$ cat src/rtl/core/tdes_ede_ctr_mode_core_defines.svh
// Assertion helpers for the TDES CTR core
`ifndef TDES_EDE_CTR_MODE_CORE_DEFINES_SVH
`define TDES_EDE_CTR_MODE_CORE_DEFINES_SVH

`define TDC_ASSERT_IMPL(label, clk, rst_n, ante, cons) \
    label: assert property (@(posedge clk) disable iff (!rst_n) (ante) |-> (cons)) \
        else $error("tdc assertion failed");

`define TDC_ASSERT_NEXT(label, clk, rst_n, ante, cons) \
    label: assert property (@(posedge clk) disable iff (!rst_n) (ante) |=> (cons)) \
        else $error("tdc assertion failed");

`endif

$ cat src/rtl/core/tdc_pkg.sv
package tdc_pkg;

    localparam int BLOCK_BYTES_DEF = 8;
    localparam int WORD_BITS       = 64;
    localparam int CFG_IDX_W       = 3;
    localparam int ROUNDS          = 16;
    localparam int RND_W           = 4;
    localparam int PASSES          = 3;
    localparam int PASS_W          = 2;
    localparam int QUEUE_DEPTH     = 2;
    localparam int QUEUE_PTR_W     = 1;

    localparam logic [CFG_IDX_W-1:0] CFG_KEY_ONE   = 3'd0;
    localparam logic [CFG_IDX_W-1:0] CFG_KEY_TWO   = 3'd1;
    localparam logic [CFG_IDX_W-1:0] CFG_KEY_THREE = 3'd2;
    localparam logic [CFG_IDX_W-1:0] CFG_INIT_CTR  = 3'd3;
    localparam logic [CFG_IDX_W-1:0] CFG_CTR_BITS  = 3'd4;

    typedef struct packed {
        logic [63:0] data_block;
        logic [3:0]  valid_bytes;
    } in_item_t;

    typedef struct packed {
        logic [63:0] result_block;
        logic [63:0] next_counter;
    } out_item_t;

    // queued job: counter to encrypt, data, byte mask, counter after step
    typedef struct packed {
        logic [63:0] ctr;
        logic [63:0] data;
        logic [63:0] keep;
        logic [63:0] next_ctr;
    } job_t;

    typedef struct packed {
        logic queue_full;
        logic queue_empty;
    } q_status_t;

    typedef enum logic [1:0] {
        ENG_IDLE,
        ENG_RUN,
        ENG_DONE
    } eng_state_t;

    localparam logic [7:0] PERM_IP [64] = '{
        58,50,42,34,26,18,10,2, 60,52,44,36,28,20,12,4,
        62,54,46,38,30,22,14,6, 64,56,48,40,32,24,16,8,
        57,49,41,33,25,17,9,1, 59,51,43,35,27,19,11,3,
        61,53,45,37,29,21,13,5, 63,55,47,39,31,23,15,7};
    localparam logic [7:0] PERM_FP [64] = '{
        40,8,48,16,56,24,64,32, 39,7,47,15,55,23,63,31,
        38,6,46,14,54,22,62,30, 37,5,45,13,53,21,61,29,
        36,4,44,12,52,20,60,28, 35,3,43,11,51,19,59,27,
        34,2,42,10,50,18,58,26, 33,1,41,9,49,17,57,25};
    localparam logic [7:0] PERM_E [48] = '{
        32,1,2,3,4,5, 4,5,6,7,8,9, 8,9,10,11,12,13, 12,13,14,15,16,17,
        16,17,18,19,20,21, 20,21,22,23,24,25, 24,25,26,27,28,29,
        28,29,30,31,32,1};
    localparam logic [7:0] PERM_P [32] = '{
        16,7,20,21,29,12,28,17, 1,15,23,26,5,18,31,10,
        2,8,24,14,32,27,3,9, 19,13,30,6,22,11,4,25};
    localparam logic [7:0] PERM_PC1 [56] = '{
        57,49,41,33,25,17,9, 1,58,50,42,34,26,18,
        10,2,59,51,43,35,27, 19,11,3,60,52,44,36,
        63,55,47,39,31,23,15, 7,62,54,46,38,30,22,
        14,6,61,53,45,37,29, 21,13,5,28,20,12,4};
    localparam logic [7:0] PERM_PC2 [48] = '{
        14,17,11,24,1,5, 3,28,15,6,21,10, 23,19,12,4,26,8, 16,7,27,20,13,2,
        41,52,31,37,47,55, 30,40,51,45,33,48, 44,49,39,56,34,53,
        46,42,50,36,29,32};
    localparam logic [1:0] ROT_AMT [16] = '{1,1,2,2,2,2,2,2,1,2,2,2,2,2,2,1};

    localparam logic [3:0] SBOX [8][64] = '{
        '{14,4,13,1,2,15,11,8,3,10,6,12,5,9,0,7, 0,15,7,4,14,2,13,1,10,6,12,11,9,5,3,8,
          4,1,14,8,13,6,2,11,15,12,9,7,3,10,5,0, 15,12,8,2,4,9,1,7,5,11,3,14,10,0,6,13},
        '{15,1,8,14,6,11,3,4,9,7,2,13,12,0,5,10, 3,13,4,7,15,2,8,14,12,0,1,10,6,9,11,5,
          0,14,7,11,10,4,13,1,5,8,12,6,9,3,2,15, 13,8,10,1,3,15,4,2,11,6,7,12,0,5,14,9},
        '{10,0,9,14,6,3,15,5,1,13,12,7,11,4,2,8, 13,7,0,9,3,4,6,10,2,8,5,14,12,11,15,1,
          13,6,4,9,8,15,3,0,11,1,2,12,5,10,14,7, 1,10,13,0,6,9,8,7,4,15,14,3,11,5,2,12},
        '{7,13,14,3,0,6,9,10,1,2,8,5,11,12,4,15, 13,8,11,5,6,15,0,3,4,7,2,12,1,10,14,9,
          10,6,9,0,12,11,7,13,15,1,3,14,5,2,8,4, 3,15,0,6,10,1,13,8,9,4,5,11,12,7,2,14},
        '{2,12,4,1,7,10,11,6,8,5,3,15,13,0,14,9, 14,11,2,12,4,7,13,1,5,0,15,10,3,9,8,6,
          4,2,1,11,10,13,7,8,15,9,12,5,6,3,0,14, 11,8,12,7,1,14,2,13,6,15,0,9,10,4,5,3},
        '{12,1,10,15,9,2,6,8,0,13,3,4,14,7,5,11, 10,15,4,2,7,12,9,5,6,1,13,14,0,11,3,8,
          9,14,15,5,2,8,12,3,7,0,4,10,1,13,11,6, 4,3,2,12,9,5,15,10,11,14,1,7,6,0,8,13},
        '{4,11,2,14,15,0,8,13,3,12,9,7,5,10,6,1, 13,0,11,7,4,9,1,10,14,3,5,12,2,15,8,6,
          1,4,11,13,12,3,7,14,10,15,6,8,0,5,9,2, 6,11,13,8,1,4,10,7,9,5,0,15,14,2,3,12},
        '{13,2,8,4,6,15,11,1,10,9,3,14,5,0,12,7, 1,15,13,8,10,3,7,4,12,5,6,11,0,14,9,2,
          7,11,4,1,9,12,14,2,0,6,10,13,15,3,5,8, 2,1,14,7,4,10,8,13,15,12,9,0,3,5,6,11}};

    function automatic logic [63:0] perm_ip_f(input logic [63:0] s);
        logic [63:0] r;
        for (int i = 0; i < 64; i++) r[63-i] = s[64-int'(PERM_IP[i])];
        return r;
    endfunction

    function automatic logic [63:0] perm_fp_f(input logic [63:0] s);
        logic [63:0] r;
        for (int i = 0; i < 64; i++) r[63-i] = s[64-int'(PERM_FP[i])];
        return r;
    endfunction

    function automatic logic [55:0] pc1_f(input logic [63:0] s);
        logic [55:0] r;
        for (int i = 0; i < 56; i++) r[55-i] = s[64-int'(PERM_PC1[i])];
        return r;
    endfunction

    function automatic logic [47:0] pc2_f(input logic [55:0] s);
        logic [47:0] r;
        for (int i = 0; i < 48; i++) r[47-i] = s[56-int'(PERM_PC2[i])];
        return r;
    endfunction

    function automatic logic [27:0] rotl28(input logic [27:0] v, input logic [1:0] s);
        logic [27:0] r;
        r = (s == 2'd2) ? {v[25:0], v[27:26]} : {v[26:0], v[27]};
        return r;
    endfunction

    function automatic logic [27:0] rotr28(input logic [27:0] v, input logic [1:0] s);
        logic [27:0] r;
        r = (s == 2'd2) ? {v[1:0], v[27:2]} : {v[0], v[27:1]};
        return r;
    endfunction

    function automatic logic [31:0] feistel(input logic [31:0] h, input logic [47:0] k);
        logic [47:0] x;
        logic [31:0] o;
        logic [31:0] r;
        logic [5:0]  six;
        for (int i = 0; i < 48; i++) x[47-i] = h[32-int'(PERM_E[i])];
        x = x ^ k;
        for (int b = 0; b < 8; b++)
        begin
            six = x[47-6*b -: 6];
            o[31-4*b -: 4] = SBOX[b][{six[5], six[0], six[4:1]}];
        end
        for (int i = 0; i < 32; i++) r[31-i] = o[32-int'(PERM_P[i])];
        return r;
    endfunction

endpackage

$ cat src/rtl/core/tdc_front.sv
module tdc_front #(
    parameter int BLOCK_BYTES = tdc_pkg::BLOCK_BYTES_DEF
) (
    input  logic                clk,
    input  logic                rst_n,
    input  logic                push,
    output logic                full,
    input  tdc_pkg::in_item_t   in_item,
    input  logic                ctr_load,
    input  logic [63:0]         ctr_value,
    input  logic [6:0]          ctr_bits,
    input  tdc_pkg::q_status_t  q_status,
    output logic                q_push,
    output tdc_pkg::job_t       q_job
);
    import tdc_pkg::*;

    localparam int NB_W = $clog2(BLOCK_BYTES + 1);

    logic [63:0] ctr_reg;
    logic [63:0] ctr_next;
    logic [63:0] ctr_inc;
    logic [63:0] wmask;
    logic [63:0] keep;
    logic [6:0]  width;
    logic [3:0]  nb;

    assign full   = q_status.queue_full;
    assign q_push = push && !full;

    always_comb
    begin
        width = ctr_bits;
        if (width == 7'd0)
            width = 7'd1;
        if (width > 7'd64)
            width = 7'd64;
        wmask = (width == 7'd64) ? '1 : ~({64{1'b1}} << width[5:0]);
        ctr_inc = ctr_reg + 64'd1;
        ctr_next = (ctr_reg & ~wmask) | (ctr_inc & wmask);
        nb = in_item.valid_bytes;
        if (nb >= 4'(BLOCK_BYTES))
            keep = '1;
        else if (nb == 4'd0)
            keep = '0;
        else
            keep = ~({64{1'b1}} >> {nb[NB_W-2:0], 3'b000});
    end

    assign q_job.ctr      = ctr_reg;
    assign q_job.data     = in_item.data_block;
    assign q_job.keep     = keep;
    assign q_job.next_ctr = ctr_next;

    always_ff @(posedge clk or negedge rst_n)
    begin
        if (!rst_n)
            ctr_reg <= '0;
        else if (ctr_load)
            ctr_reg <= ctr_value;
        else if (q_push)
            ctr_reg <= ctr_next;
    end

endmodule

$ cat src/rtl/core/tdc_queue.sv
module tdc_queue (
    input  logic                clk,
    input  logic                rst_n,
    input  logic                wr,
    input  tdc_pkg::job_t       wr_job,
    input  logic                rd,
    output tdc_pkg::job_t       rd_job,
    output tdc_pkg::q_status_t  status
);
    import tdc_pkg::*;

    job_t                   mem [QUEUE_DEPTH];
    logic [QUEUE_PTR_W-1:0] wp_reg;
    logic [QUEUE_PTR_W-1:0] rp_reg;
    logic [QUEUE_PTR_W:0]   cnt_reg;

    assign status.queue_full  = (cnt_reg == (QUEUE_PTR_W+1)'(QUEUE_DEPTH));
    assign status.queue_empty = (cnt_reg == '0);
    assign rd_job = mem[rp_reg];

    always_ff @(posedge clk)
    begin
        if (wr)
            mem[wp_reg] <= wr_job;
    end

    always_ff @(posedge clk or negedge rst_n)
    begin
        if (!rst_n)
        begin
            wp_reg  <= '0;
            rp_reg  <= '0;
            cnt_reg <= '0;
        end
        else
        begin
            if (wr)
                wp_reg <= wp_reg + 1'b1;
            if (rd)
                rp_reg <= rp_reg + 1'b1;
            cnt_reg <= cnt_reg + (QUEUE_PTR_W+1)'(wr) - (QUEUE_PTR_W+1)'(rd);
        end
    end

endmodule

$ cat src/rtl/core/tdc_engine.sv
module tdc_engine (
    input  logic                clk,
    input  logic                rst_n,
    input  logic [63:0]         key_one,
    input  logic [63:0]         key_two,
    input  logic [63:0]         key_three,
    input  tdc_pkg::q_status_t  q_status,
    input  tdc_pkg::job_t       q_job,
    output logic                q_pop,
    output logic                empty,
    input  logic                pop,
    output tdc_pkg::out_item_t  out_item
);
    import tdc_pkg::*;

    `include "tdes_ede_ctr_mode_core_defines.svh"

    eng_state_t        st_reg, st_next;
    logic [RND_W-1:0]  rnd_reg, rnd_next;
    logic [PASS_W-1:0] pass_reg, pass_next;
    logic [31:0]       l_reg, l_next, r_reg, r_next;
    logic [27:0]       c_reg, c_next, d_reg, d_next;
    logic [63:0]       data_reg, data_next, keep_reg, keep_next, nctr_reg, nctr_next;
    out_item_t         res_reg, res_next;
    logic              full_reg, full_next;

    logic [63:0] key_sel, blk_out, ip_in;
    logic [55:0] cd0;
    logic [27:0] c_use, d_use, c_nx, d_nx;
    logic [47:0] sub;
    logic [31:0] f;
    logic        dec;

    assign empty    = !full_reg;
    assign out_item = res_reg;

    always_comb
    begin
        key_sel = key_one;
        dec     = 1'b0;
        case (pass_reg)
            2'd0: key_sel = key_one;
            2'd1:
            begin
                key_sel = key_two;
                dec     = 1'b1;
            end
            2'd2: key_sel = key_three;
            default: key_sel = key_one;
        endcase
        // encrypt rotates before using the subkey, decrypt after
        if (dec)
        begin
            c_use = c_reg;
            d_use = d_reg;
            c_nx  = rotr28(c_reg, ROT_AMT[4'd15 - rnd_reg]);
            d_nx  = rotr28(d_reg, ROT_AMT[4'd15 - rnd_reg]);
        end
        else
        begin
            c_use = rotl28(c_reg, ROT_AMT[rnd_reg]);
            d_use = rotl28(d_reg, ROT_AMT[rnd_reg]);
            c_nx  = c_use;
            d_nx  = d_use;
        end
        sub     = pc2_f({c_use, d_use});
        f       = feistel(r_reg, sub);
        blk_out = perm_fp_f({l_reg ^ f, r_reg});
        cd0     = pc1_f(key_sel);
    end

    always_comb
    begin
        st_next   = st_reg;
        rnd_next  = rnd_reg;
        pass_next = pass_reg;
        l_next    = l_reg;
        r_next    = r_reg;
        c_next    = c_reg;
        d_next    = d_reg;
        data_next = data_reg;
        keep_next = keep_reg;
        nctr_next = nctr_reg;
        res_next  = res_reg;
        full_next = full_reg;
        q_pop     = 1'b0;
        ip_in     = q_job.ctr;
        if (full_reg && pop)
            full_next = 1'b0;
        case (st_reg)
            ENG_IDLE:
            begin
                if (!q_status.queue_empty)
                begin
                    q_pop     = 1'b1;
                    ip_in     = q_job.ctr;
                    {l_next, r_next} = perm_ip_f(ip_in);
                    c_next    = cd0[55:28];
                    d_next    = cd0[27:0];
                    data_next = q_job.data;
                    keep_next = q_job.keep;
                    nctr_next = q_job.next_ctr;
                    rnd_next  = '0;
                    pass_next = '0;
                    st_next   = ENG_RUN;
                end
            end
            ENG_RUN:
            begin
                l_next   = r_reg;
                r_next   = l_reg ^ f;
                c_next   = c_nx;
                d_next   = d_nx;
                rnd_next = rnd_reg + 1'b1;
                if (rnd_reg == RND_W'(ROUNDS - 1))
                begin
                    if (pass_reg == PASS_W'(PASSES - 1))
                        st_next = ENG_DONE;
                    else
                    begin
                        pass_next = pass_reg + 1'b1;
                        ip_in     = blk_out;
                        {l_next, r_next} = perm_ip_f(ip_in);
                        // schedule for next pass loaded from its key below
                        if (pass_reg == 2'd0)
                            {c_next, d_next} = pc1_f(key_two);
                        else
                            {c_next, d_next} = pc1_f(key_three);
                    end
                end
            end
            ENG_DONE:
            begin
                if (!full_next)
                begin
                    res_next.result_block = (data_reg ^ perm_fp_f({r_reg, l_reg})) & keep_reg;
                    res_next.next_counter = nctr_reg;
                    full_next = 1'b1;
                    pass_next = '0;
                    st_next   = ENG_IDLE;
                end
            end
            default: st_next = ENG_IDLE;
        endcase
    end

    always_ff @(posedge clk or negedge rst_n)
    begin
        if (!rst_n)
        begin
            st_reg   <= ENG_IDLE;
            full_reg <= 1'b0;
            rnd_reg  <= '0;
            pass_reg <= '0;
        end
        else
        begin
            st_reg   <= st_next;
            full_reg <= full_next;
            rnd_reg  <= rnd_next;
            pass_reg <= pass_next;
        end
    end

    always_ff @(posedge clk)
    begin
        l_reg    <= l_next;
        r_reg    <= r_next;
        c_reg    <= c_next;
        d_reg    <= d_next;
        data_reg <= data_next;
        keep_reg <= keep_next;
        nctr_reg <= nctr_next;
        res_reg  <= res_next;
    end

    `TDC_ASSERT_IMPL(a_pop_only_idle, clk, rst_n, q_pop, st_reg == ENG_IDLE)
    `TDC_ASSERT_NEXT(a_run_after_pop, clk, rst_n, q_pop, st_reg == ENG_RUN && rnd_reg == '0)
    `TDC_ASSERT_IMPL(a_pass_range, clk, rst_n, st_reg == ENG_RUN, pass_reg != 2'd3)

endmodule

$ cat src/rtl/core/tdes_ede_ctr_mode_core.sv
// channel   direction  handshake            payload
// input     in         push / full          in_item (data_block, valid_bytes)
// result    out        empty / pop          out_item (result_block, next_counter)
// config    in         cfg_valid/cfg_ready  cfg_index, cfg_data
// Each request runs 48 DES rounds in the engine, one per cycle, after a load step,
// then a write-out step that waits for room; the shared round unit sets the rate.
// Front computes the counter and byte mask at accept; a 2-entry queue decouples it.
// Reset clears the counter to 0, keys to 0, counter_bits to 64.
// A held result stalls the engine at write-out; the front stops once the queue is full.
module tdes_ede_ctr_mode_core #(
    parameter int BLOCK_BYTES = tdc_pkg::BLOCK_BYTES_DEF
) (
    input  logic                clk,
    input  logic                rst_n,
    input  logic                push,
    output logic                full,
    input  tdc_pkg::in_item_t   in_item,
    output logic                empty,
    input  logic                pop,
    output tdc_pkg::out_item_t  out_item,
    input  logic                cfg_valid,
    output logic                cfg_ready,
    input  logic [2:0]          cfg_index,
    input  logic [63:0]         cfg_data
);
    import tdc_pkg::*;

    logic [63:0] k1_reg, k2_reg, k3_reg;
    logic [6:0]  cbits_reg;
    logic        cfg_wr;
    logic        q_push, q_pop;
    job_t        q_in, q_out;
    q_status_t   q_status;

    assign cfg_ready = 1'b1;
    assign cfg_wr    = cfg_valid && cfg_ready;

    always_ff @(posedge clk or negedge rst_n)
    begin
        if (!rst_n)
        begin
            k1_reg    <= '0;
            k2_reg    <= '0;
            k3_reg    <= '0;
            cbits_reg <= 7'd64;
        end
        else if (cfg_wr)
        begin
            case (cfg_index)
                CFG_KEY_ONE:   k1_reg    <= cfg_data;
                CFG_KEY_TWO:   k2_reg    <= cfg_data;
                CFG_KEY_THREE: k3_reg    <= cfg_data;
                CFG_INIT_CTR:  ;  // loaded straight into the front counter
                CFG_CTR_BITS:  cbits_reg <= cfg_data[6:0];
                default: ;
            endcase
        end
    end

    tdc_front #(.BLOCK_BYTES(BLOCK_BYTES)) u_front (
        .clk(clk), .rst_n(rst_n), .push(push), .full(full), .in_item(in_item),
        .ctr_load(cfg_wr && cfg_index == CFG_INIT_CTR), .ctr_value(cfg_data),
        .ctr_bits(cbits_reg), .q_status(q_status), .q_push(q_push), .q_job(q_in)
    );

    tdc_queue u_queue (
        .clk(clk), .rst_n(rst_n), .wr(q_push), .wr_job(q_in), .rd(q_pop),
        .rd_job(q_out), .status(q_status)
    );

    tdc_engine u_engine (
        .clk(clk), .rst_n(rst_n), .key_one(k1_reg), .key_two(k2_reg),
        .key_three(k3_reg), .q_status(q_status), .q_job(q_out), .q_pop(q_pop),
        .empty(empty), .pop(pop), .out_item(out_item)
    );

endmodule

$ cat config.mk
export PLATFORM = sky130hd
export DESIGN_NAME = tdes_ede_ctr_mode_core
export DESIGN_NICKNAME = d
export VERILOG_FILES = /design/src/rtl/core/tdc_pkg.sv /design/src/rtl/core/tdc_front.sv /design/src/rtl/core/tdc_queue.sv /design/src/rtl/core/tdc_engine.sv /design/src/rtl/core/tdes_ede_ctr_mode_core.sv
export VERILOG_INCLUDE_DIRS = /design/src /design/src/rtl/core
export SDC_FILE = /design/constraint.sdc
export NUM_CORES = 2
export LEC_CHECK = 0
export ABC_AREA = 0
export BUFFER_PORTS_ARGS = -buffer_cell sky130_fd_sc_hd__buf_2
export CORE_ASPECT_RATIO = 2
export CORE_MARGIN = 1
export CORE_UTILIZATION = 44
export DETAILED_ROUTE_END_ITERATION = 6
export PLACE_DENSITY = 0.71
export SETUP_SLACK_MARGIN = 0.5
export SLEW_MARGIN = 5
export SYNTH_ARGS = -nofsm -noshare
export SYNTH_HDL_FRONTEND = slang
export SYNTH_SLANG_ARGS = --single-unit
$ cat constraint.sdc
create_clock -name clk -period 14.3 [get_ports clk]
set_input_delay 2.86 -clock clk [delete_from_list [all_inputs] [get_ports clk]]
set_output_delay 2.86 -clock clk [all_outputs]
set_load 0.005 [all_outputs]
==> results.yml <==
run_status:
  outcome: "finished, final reports clean"
sta:
  finalHoldViolCount: 0
  fin_worst_skew_ns: 0.0604
  finalCriticalPeriod_ns: 5.65
  setup_tns_ns: 0
  setup_viol: 0
  slew_headroom_pct: 17.8
  min_period_over_period_pct: 39.5
  tightest_slew_ns: 1.22
  fmax_ghz: 0.177
  rsz0062_at_grt: "no"
  maxSlewViolCount: 0
route:
  dr.first_iter.drc_count: 3146
  ant_nets: 0
  firstDrtPassIters: 6
  drc: 0
  wl_per_cell_microns: 27.7
  vias: 36656
  wirelength_mm: 168
  vias_per_cell: 6.02
floorplan:
  coreArea_sq_um: 118000
  start_util_pct: 44.4
  die_x_microns: 246
  fp-row-count: 178
  io_pins: 271
  die_h_microns: 489
  die_area_sq_um: 120000
yosys:
  yosys_register_bits: 1036
  synthAdderAreaFrac_pct: 1.68
  synthSimpleGateAreaFrac_pct: 11.1
  synth_top_family_by_area: "compound AO/OA/AOI/OAI gates"
  seq_area_frac_synth_pct: 57.1
  synth_xor_area_share_pct: 5.38
  postSynth.asyncResetShare_pct: 24.3
  synth_edf_count: 784
  ys_types: 100
  syn-cell-area_sq_um: 52300
  synthFlopType: "edfxtp_1"
  synth.mux.area_fraction_pct: 10.6
  syn_inst: 4331
  synth_nets: 4541
  ys_warn_count: 0
  syn_avg_cell_area_sq_um: 12.1
  synth_compound_area_share_pct: 11.2
grt:
  grt_max_degree: 159
  grt_overflow: 0
  grt_usage_pct: 27.9
  grt_pass1_wl_mm: 245
  grt_pass1_vias: 36262
  antenna_found_initial: 8
clocking:
  cts_buffers: 89
  cts-htree-levels: 3
  cts_max_path_buffers: 3
  clk-insertion-delay-late_ns: 0.73
  root_buffer: "clkbuf_16"
  ctsHoldBuffers: 0
  path_clk_slew_ns: 0.07
  cts_setup_buffers: 0
  cts_resized: 0
  clock-sinks: 1036
  cts_tree: "yes"
worst_setup_path:
  r2r-start: "u_engine.pass_reg[1]$_DFFE_PN0P_"
  r2r_cells: 14
  r2r-end: "u_engine.l_reg[20]$_DFFE_PP_"
  ff2ff_setup_slack_ns: 8.65
  cp_max_fo: 55
  startpoint: "u_engine.pass_reg[1]$_DFFE_PN0P_"
  cp-start-kind: "flop"
  crit_path_end_kind: "flop"
  critPathKind: "reg2reg"
  cp.arrival_ns: 6.11
  cp.required_ns: 14.76
place:
  io_buffers: 269
  dp_hpwl_mm: 122
  placedCellCount: 5912
  gp_congestion: 1.00
cells_and_area:
  layout_common_cells: "edfxtp_1, nand2_1, mux2_2"
  fillCellCount: 10382
  largest_register: "u_queue.mem"
  multi_input_area_sq_um: 21000
  final_common_cell: "edfxtp_1"
  regArea_sq_um: 29900
  drive_gt1_share_pct: 19.8
  area_growth_pct: 11.1
  largest_register_ffs: 400
  nNetsFinal: 4683
  fin_cells: 6084
min_path:
  min_path_cells: 0
  hp-class: "reg2reg"
  min-delay-start: "u_engine.nctr_reg[47]$_DFFE_PP_"
  worstHoldEndpoint: "u_engine.out_item[47]$_DFFE_PP_"
job:
  drv_cap: 0
==> cell type report <==
class | count | share of cell area [%]
Sequential cell | 1036 | 51.4
Multi-Input combinational cell | 2931 | 36.2
Clock buffer | 106 | 4.02
Timing Repair Buffer | 342 | 3.34
Tap cell | 1530 | 3.30
Clock inverter | 61 | 1.22
Inverter | 73 | 0.480
Antenna cell | 5 | 0.0215
==> per-layer routing <==
metal / vias up / global-route usage, % / share of wire, %
li1: 16437 / - / -
met1: 18335 / 30.8 / 35
met2: 1478 / 47.5 / 50
met3: 398 / 4.07 / 5.6
met4: 8 / 23.2 / 9.6
met5: - / 0 / 0.029
==> stage by stage <==
stage	cell area [sq um]	hold WS [ns]	utilization [%]	setup slack, ns
detailed placement	55000	0.405	46.8	8.73
global route	58100	0.424	49.4	8.31
CTS	58100	0.414	49.4	8.76
finish	58100	0.420	49.4	8.65
floorplan	52300	0.400	-	2.08
global placement	55000	0.403	46.8	8.83
==> logic make-up (layout without fill, tap and decap cells) <==
logic type	Yosys count	in the layout
and+or+nand+nor	1210	1210
DFF	1036	1036
AOI/OAI and AO/OA	856	856
muxes	492	492
buffers and inverters	364	582
xor gates and xnor gates	302	302
adders and majority gates	70	70
other	1	6
==> synth_stat cells, types with 100 or more instances <==
master | n | area share [%]
nand3_1 | 105 | 1.0
xor2_1 | 166 | 2.8
a21oi_1 | 100 | 0.96
edfxtp_1 | 784 | 45
clkbuf_1 | 196 | 1.4
mux2i_1 | 149 | 2.9
o21ai_0 | 279 | 2.7
a211oi_1 | 102 | 1.5
nor2_1 | 244 | 1.8
nand2_1 | 407 | 2.9
mux2_2 | 324 | 7.0
dfrtp_1 | 251 | 12
xnor2_1 | 120 | 2.0
==> critical path: stages (launching register included) <==
cell	delay (ns)
dfrtp_1	0.40
inv_1	0.15
ha_4	0.44
or2_1	0.16
buf_4	0.47
nor4_1	0.14
a2111oi_0	0.83
xor2_1	0.39
ha_1	0.67
nand2_1	0.20
o211ai_1	0.15
a41oi_1	0.20
o31ai_1	0.76
nor4b_1	0.32
nor3_1	0.11
==> how the worst max path moves through the flow <==
| stage | slack (ns) | cells after the start | endpoint |
|---|---|---|---|
| after floorplan | 2.08 | 3 | u_queue.mem[0][0]$_DFFE_PP_ |
| after global placement | 8.83 | 16 | u_engine.l_reg[9]$_DFFE_PP_ |
| after detailed placement | 8.73 | 14 | u_engine.l_reg[20]$_DFFE_PP_ |
| after CTS | 8.76 | 14 | u_engine.l_reg[20]$_DFFE_PP_ |
| after global routing | 8.31 | 14 | u_engine.l_reg[20]$_DFFE_PP_ |
| final | 8.65 | 14 | u_engine.l_reg[20]$_DFFE_PP_ |
Power is left out: the tool's default activity adds up to more than one toggle a clock period on the data nets, which glitch-free logic cannot reach.
